**config.mk**
```make
export PLATFORM = sky130hd
export DESIGN_NAME = imu_frame_parse_and_reframe
export DESIGN_NICKNAME = d
export VERILOG_FILES = /design/src/hw/rtl/imufr_pkg.sv /design/src/hw/rtl/imufr_parser.sv /design/src/hw/rtl/imufr_emitter.sv /design/src/hw/rtl/imu_frame_parse_and_reframe.sv
export SDC_FILE = /design/constraint.sdc
export NUM_CORES = 1
export LEC_CHECK = 0
export CAP_MARGIN = 20
export CORE_UTILIZATION = 63
export CTS_CLUSTER_DIAMETER = 200
export DETAILED_ROUTE_END_ITERATION = 8
export DONT_BUFFER_PORTS = 1
export GPL_ROUTABILITY_DRIVEN = 0
export HOLD_SLACK_MARGIN = 0.12
export PLACE_DENSITY = 0.76
export SETUP_SLACK_MARGIN = 0.3
export SLEW_MARGIN = 25
export SYNTH_ARGS = -nofsm -noshare
export SYNTH_HDL_FRONTEND = slang
export SYNTH_SLANG_ARGS = --single-unit
export TNS_END_PERCENT = 20
```
**constraint.sdc**
```tcl
create_clock -name clk -period 3.8 [get_ports clk]
set_input_delay 0.19 -clock clk [delete_from_list [all_inputs] [get_ports clk]]
set_output_delay 0.19 -clock clk [all_outputs]
set_load 0.02 [all_outputs]
```
**src/hw/rtl/imufr_pkg.sv**
```systemverilog
// Shared types and constants for the IMU frame parser and report reframer.
// Used by the parser, the report emitter, the top level and the checker.
`default_nettype none
package imufr_pkg;

  typedef enum logic [1:0] {
    REQ_RX    = 2'd0,
    REQ_ACCEL = 2'd1,
    REQ_RATE  = 2'd2,
    REQ_ANGLE = 2'd3
  } req_t;

  localparam logic [7:0] HDR_BYTE    = 8'h55;
  localparam logic [7:0] TYPE_ACCEL  = 8'h51;
  localparam logic [7:0] TYPE_RATE   = 8'h52;
  localparam logic [7:0] TYPE_ANGLE  = 8'h53;
  localparam logic [7:0] ID_ACCEL    = 8'h03;
  localparam logic [7:0] ID_RATE     = 8'h04;
  localparam logic [7:0] ID_ANGLE    = 8'h05;
  localparam logic [7:0] PAYLOAD_LEN = 8'h06;
  localparam logic [7:0] TAIL_BYTE   = 8'hBB;

  localparam int PAYLOAD_BYTES = 6;
  localparam int REC_W         = 8 * PAYLOAD_BYTES;

  // Byte positions within an eleven-byte frame, both directions.
  localparam logic [3:0] POS_HDR       = 4'd0;
  localparam logic [3:0] POS_KIND      = 4'd1;
  localparam logic [3:0] POS_LEN       = 4'd2;
  localparam logic [3:0] POS_PAY_FIRST = 4'd2;
  localparam logic [3:0] POS_PAY_LAST  = 4'd7;
  localparam logic [3:0] POS_LAST      = 4'd10;
  localparam logic [3:0] TX_PAY_FIRST  = 4'd3;
  localparam logic [3:0] TX_PAY_LAST   = 4'd8;
  localparam logic [3:0] TX_SUM        = 4'd9;

  typedef struct packed {
    logic [REC_W-1:0] accel;
    logic [REC_W-1:0] rate;
    logic [REC_W-1:0] angle;
  } records_t;

endpackage
`default_nettype wire

```
**src/hw/rtl/imufr_parser.sv**
```systemverilog
// Receive-side frame parser: hunts for the header, gathers the payload and
// commits it to the matching record at the eleventh byte. Uses imufr_pkg.
`default_nettype none
module imufr_parser (
  input  wire                clk,
  input  wire                rst,
  input  wire                byte_valid,
  input  wire  [7:0]         rx_byte,
  output imufr_pkg::records_t records
);
  import imufr_pkg::*;

  logic [3:0]       byte_count;
  logic [7:0]       frame_kind;
  logic [REC_W-1:0] payload_gather;
  records_t         recs;

  always_ff @(posedge clk) begin
    if (rst) begin
      byte_count     <= '0;
      frame_kind     <= '0;
      payload_gather <= '0;
      recs           <= '0;
    end else if (byte_valid) begin
      for (int k = 0; k < PAYLOAD_BYTES; k++) begin
        if (byte_count == POS_PAY_FIRST + 4'(k)) begin
          payload_gather[8*k +: 8] <= rx_byte;
        end
      end
      if (byte_count == POS_KIND) begin
        frame_kind <= rx_byte;
      end
      if (byte_count == POS_HDR) begin
        if (rx_byte == HDR_BYTE) begin
          byte_count <= byte_count + 4'd1;
        end
      end else if (byte_count >= POS_LAST) begin
        byte_count <= '0;
        if (frame_kind == TYPE_ACCEL) begin
          recs.accel <= payload_gather;
        end else if (frame_kind == TYPE_RATE) begin
          recs.rate <= payload_gather;
        end else if (frame_kind == TYPE_ANGLE) begin
          recs.angle <= payload_gather;
        end
      end else begin
        byte_count <= byte_count + 4'd1;
      end
    end
  end

  assign records = recs;

endmodule
`default_nettype wire

```
**src/hw/rtl/imufr_emitter.sv**
```systemverilog
// Report emitter: snapshots one record on a send request and serializes the
// eleven-byte report into a registered output stage. Uses imufr_pkg.
`default_nettype none
module imufr_emitter (
  input  wire                 clk,
  input  wire                 rst,
  input  wire                 send_valid,
  input  imufr_pkg::req_t     send_kind,
  input  imufr_pkg::records_t records,
  output logic                send_ready,
  output logic                out_valid,
  input  wire                 out_ready,
  output logic [7:0]          out_byte,
  output logic                out_last
);
  import imufr_pkg::*;

  logic             busy;
  logic [3:0]       idx;
  logic [7:0]       id;
  logic [REC_W-1:0] rec;
  logic [7:0]       sum;
  logic             load;
  logic [7:0]       cur_byte;

  assign load       = busy && (!out_valid || out_ready);
  assign send_ready = !busy || (load && idx == POS_LAST);

  always_comb begin
    case (idx) inside
      POS_HDR:                     cur_byte = HDR_BYTE;
      POS_KIND:                    cur_byte = id;
      POS_LEN:                     cur_byte = PAYLOAD_LEN;
      [TX_PAY_FIRST:TX_PAY_LAST]:  cur_byte = rec[7:0];
      TX_SUM:                      cur_byte = sum;
      default:                     cur_byte = TAIL_BYTE;
    endcase
  end

  always_ff @(posedge clk) begin
    if (rst) begin
      busy      <= 1'b0;
      out_valid <= 1'b0;
      idx       <= '0;
    end else begin
      if (load) begin
        out_valid <= 1'b1;
        out_byte  <= cur_byte;
        out_last  <= (idx == POS_LAST);
      end else if (out_ready) begin
        out_valid <= 1'b0;
      end
      if (send_valid && send_ready) begin
        busy <= 1'b1;
        idx  <= '0;
        sum  <= '0;
        unique case (send_kind)
          REQ_ACCEL: begin
            id  <= ID_ACCEL;
            rec <= records.accel;
          end
          REQ_RATE: begin
            id  <= ID_RATE;
            rec <= records.rate;
          end
          default: begin
            id  <= ID_ANGLE;
            rec <= records.angle;
          end
        endcase
      end else if (load) begin
        if (idx >= TX_PAY_FIRST && idx <= TX_PAY_LAST) begin
          sum <= sum + rec[7:0];
          rec <= rec >> 8;
        end
        if (idx == POS_LAST) begin
          busy <= 1'b0;
        end
        idx <= idx + 4'd1;
      end
    end
  end

endmodule
`default_nettype wire

```
**src/hw/rtl/imu_frame_parse_and_reframe.sv**
```systemverilog
// Top level of the IMU frame parser and report reframer.
// Instantiates imufr_parser and imufr_emitter; uses imufr_pkg.
//
// Usage: each input beat carries a request kind in s_axis_tuser and a
// received byte in s_axis_tdata. Kind 0 feeds the byte to the frame parser;
// such a beat produces no output. Kinds 1, 2 and 3 ask for a report of the
// latest acceleration, angular-rate or angle record, which leaves as eleven
// output beats with tlast on the closing byte.
// Received bytes are taken one per cycle while no report is in progress. A
// report request snapshots the record at its acceptance; its first byte appears
// once the serializer has loaded it into the output register, and one byte
// follows per cycle while the receiver is ready; the input is not ready till the report ends.
// The next request is taken in the same cycle the closing byte is loaded.
// When the receiver stalls, the output register holds its beat and the
// serializer waits; input stops once the report in progress is unfinished.
// Reset clears the parser count and all three records to zero and empties
// the output register.
`default_nettype none
module imu_frame_parse_and_reframe (
  input  wire        clk,
  input  wire        rst,
  input  wire        s_axis_tvalid,
  output logic       s_axis_tready,
  input  wire  [7:0] s_axis_tdata,   // [7:0] rx_byte
  input  wire  [1:0] s_axis_tuser,   // [1:0] req_type
  output logic       m_axis_tvalid,
  input  wire        m_axis_tready,
  output logic [7:0] m_axis_tdata,   // [7:0] tx_byte
  output logic       m_axis_tlast
);
  import imufr_pkg::*;

  req_t     req;
  records_t records;
  logic     send_ready;

  assign req           = req_t'(s_axis_tuser);
  assign s_axis_tready = send_ready;

  imufr_parser u_parser (
    .clk        (clk),
    .rst        (rst),
    .byte_valid (s_axis_tvalid && send_ready && req == REQ_RX),
    .rx_byte    (s_axis_tdata),
    .records    (records)
  );

  imufr_emitter u_emitter (
    .clk        (clk),
    .rst        (rst),
    .send_valid (s_axis_tvalid && req != REQ_RX),
    .send_kind  (req),
    .records    (records),
    .send_ready (send_ready),
    .out_valid  (m_axis_tvalid),
    .out_ready  (m_axis_tready),
    .out_byte   (m_axis_tdata),
    .out_last   (m_axis_tlast)
  );

endmodule
`default_nettype wire

```
==> key figures <==
Timing
  • Relative slew slack: 35.2%
  • Hold WS: 133 ps
  • Final hold vios: 0
  • Worst Skew: 24.8 ps
  • Tcrit/Tclk final: 85.5%
  • Final worst setup slack: 552 ps
  • Fmax: 0.308 GHz
  • Final setup fails: 0
  • Worst Max-Slew Pin Slew: 972 ps
  • Final setup TNS: 0 ps
  • Crit path time final: 3250 ps
  • RSZ-0062 raised after global routing: no
  • Max-slew violations: 0

Die
  • Die Ht: 138 um
  • Die Wd: 138 um
  • Die area: 19,000 um^2
  • Number of placement rows: 49
  • # IOs: 25
  • Core ar.: 18,000 um^2
  • Initial core utilization: 64.4%

Power and ir drop
  • Cell Pwr Density: 474 nW/um^2
  • Clk network pwr share: 43.9%
  • LEAKAGE: 0.00490 uW
  • Psw: 1370 uW
  • Peak VDD IR: 0.422 mV
  • Flop pwr share: 50.8%
  • Comb pwr share: 5.3%
  • Internal power: 4740 uW
  • Switching Fraction: 22.4%

Synthesis
  • Post-synth EDFFs: 68
  • Dominant cells by area after synthesis: dfxtp_1, edfxtp_1, mux2i_1, nand2_1, nor2_1
  • Share of flip-flops with an asynchronous set or reset: 0%
  • Synth Instances: 1,196
  • Synthesized Nets: 1,230
  • Synthesized area per cell: 9.70 um^2
  • Ys Warns: 0
  • Post-synth top area share: 36.2%
  • Most frequent cell after synthesis: dfxtp_1
  • Dominant synthesized flop cell: dfxtp_1
  • Unique masters post-synth: 51
  • Commonest cells in the netlist: dfxtp_1, nand2_1, nor2_1
  • Cell Area, Synth: 11,600 um^2
  • Sequential element share of the synthesized area: 53.8%
  • #FFs+latches synth: 278
  • Leading area contributor after synthesis: dfxtp_1

Critical path
  • Worst EP arrival: 3690 ps
  • Largest stage delay on the critical path: 760 ps
  • Crit Path Class: reg2reg
  • Worst reg2reg endpoint: u_parser.records[68]$_SDFFE_PP0P_
  • Worst Reg-to-Reg Cells: 9
  • Slowest stage cell, crit path: and4_2
  • Critical Path End Type: flip-flop
  • CP cell instances: inv_1 -> ha_1 -> and3b_1 -> a31o_1 -> and4_2 -> buf_12 -> mux2i_1 -> nor2_1 -> dlygate4sd3_1
  • Critical Path Source: u_emitter.idx[0]$_SDFFE_PP0P_
  • Reg2reg start: u_emitter.idx[0]$_SDFFE_PP0P_
  • Setup crit end: u_parser.records[68]$_SDFFE_PP0P_
  • CP Launch Type: flip-flop
  • Worst EP required: 4240 ps
  • Crit path max fanout: 23
  • R2R Setup Slk: 550 ps

Layout
  • Final core occ: 71.5%
  • Register area: 6250 um^2
  • Layout cells sized above 1: 5.71%
  • Fillers: 1,375
  • Post-route cell area: 12,900 um^2
  • Ant diodes: 0
  • Footprint of the multi-input gates: 4910 um^2
  • Final nets: 1,220
  • Layout area overhead: 11.1%

Clock tree
  • PostCTS Resize Cnt: 0
  • H-tree Lvls: 1
  • Post-CTS Setup Bufs: 0
  • Clock sink total: 278
  • Clk buf depth: 3
  • CTS clk-pin slew, worst paths: 60 ps
  • TritonCTS clock tree: built
  • Hold buffers post-CTS: 28
  • Skew-Pair Late Insertion Delay: 560 ps
  • Root Buffer: clkbuf_16
  • Num CTS Buffers: 28

Status
  • Status: completed

GRT
  • Antenna violations before repair: 2
  • Largest net degree at the start of global routing: 195
  • First-pass GRT wire length: 41.1 mm
  • Gr ovfl total: 0
  • Tot GR Track Use: 28.1%
  • Vias in the first global route: 7,920

Drt
  • Via count: 8,477
  • Avg WL per Cell: 18.3 um
  • DR iter-0 viols: 600
  • Vias/cell: 5.90
  • Drt drc: 0
  • DRT Pass-1 Iters: 5
  • Total wire length: 26.2 mm
  • ANT nets after route: 0

Job
  • Maxcap violations: 0

Placed design
  • Hpwl dp: 14.0 mm
  • Setup WS pre-CTS: 1120 ps
  • PortBufs: 0
  • Placed standard-cell area: 11,700 um^2

Min path
  • HP Class: in2reg
## cell type report
class                           instances  share of cell area (%)
Clock inverter                          8                   0.398
Timing Repair Buffer                   42                    3.61
Sequential cell                       278                    48.5
Multi-Input combinational cell        818                    38.1
Tap cell                              229                    2.22
Inverter                               18                   0.524
Clock buffer                           44                    6.70
## kinds of logic after synthesis
group,after synthesis,synth area share (%)
simple gates,410,14.5
mux,153,13.2
compound gates,228,11.6
xor+xnor,7,0.528
buf+inv,100,4.05
fa+ha+maj,20,2.22
flops,278,53.8
## power groups by stage
stage               clock [uW]  combinational [uW]  sequential, uW
finish                    2680                 326            3100
global route              2820                 362            3100
CTS                       2710                 326            3100
detailed placement           0                 266            3170
global placement             0                 259            3170
floorplan                    0                 222            3160
## worst min-delay path by stage
| stage | startpoint | endpoint | slack [ps] | cells past startpoint |
|---|---|---|---|---|
| after floorplan | s_axis_tdata[0] | u_parser.frame_kind[0]$_SDFFE_PP0P_ | 330 | 2 |
| after global placement | rst | u_parser.records[21]$_SDFFE_PP0P_ | 270 | 1 |
| after detailed placement | rst | u_parser.records[20]$_SDFFE_PP0P_ | 280 | 1 |
| after CTS | s_axis_tuser[1] | u_emitter.id[0]$_DFFE_PP_ | 120 | 2 |
| after global routing | s_axis_tuser[1] | u_emitter.id[0]$_DFFE_PP_ | 140 | 2 |
| final | s_axis_tuser[1] | u_emitter.id[0]$_DFFE_PP_ | 130 | 2 |
## state kept, by name, summed over array words and instances, names as in the netlist
signal                   cells
u_parser.records           144
u_emitter.rec               48
u_parser.payload_gather     48
u_emitter.out_byte           8
u_emitter.sum                8
u_parser.frame_kind          8
u_emitter.idx                4
u_parser.byte_count          4
u_emitter.id                 3
u_emitter.busy               1
u_emitter.out_last           1
u_emitter.out_valid          1
## metal layers
| layer | wire length [um] | GRT usage (%) | vias to the layer above | part of all wire, % |
|---|---|---|---|---|
| met1 | 11400 | 36.2 | 4134 | 44 |
| met5 | 23 | 0 | - | 0.088 |
| li1 | - | - | 4116 | - |
| met3 | 1480 | 4.71 | 46 | 5.6 |
| met2 | 12700 | 47.5 | 177 | 48 |
| met4 | 632 | 10.2 | 4 | 2.4 |
## critical path, delay by kind of cell, from the launching register on
family	cells	cell delay [ps]
AND/OR/NAND/NOR	3	1080
buffers and inverters	3	950
flip-flops	1	360
AO/OA/AOI/OAI	1	340
multiplexers	1	210
adder cells (fa/ha/maj)	1	190
## layout by cell type (no fill, tap or decap), types with 3 or more instances in the layout
cell / instances
clkbuf_16: 30
dfxtp_1: 210
ha_2: 3
nand2_1: 180
and3b_1: 3
or3_1: 3
a21oi_1: 60
and2_1: 3
inv_1: 18
nand3_1: 7
a22oi_1: 48
o21ai_0: 90
edfxtp_1: 68
clkbuf_8: 6
nor3_1: 15
mux2i_1: 153
clkbuf_1: 8
a211oi_1: 12
dlygate4sd3_1: 27
xnor2_1: 4
xor2_1: 3
buf_4: 9
nor2_1: 177
ha_1: 16
buf_12: 5
nor2b_1: 5
clkinv_2: 7
## metrics by stage
stage	total power, uW	instances
floorplan	3380	1196
global placement	3420	1357
detailed placement	3430	1357
CTS	6140	1437
global route	6290	1437
finish	6110	1437
(Power assumes the default switching activity.)
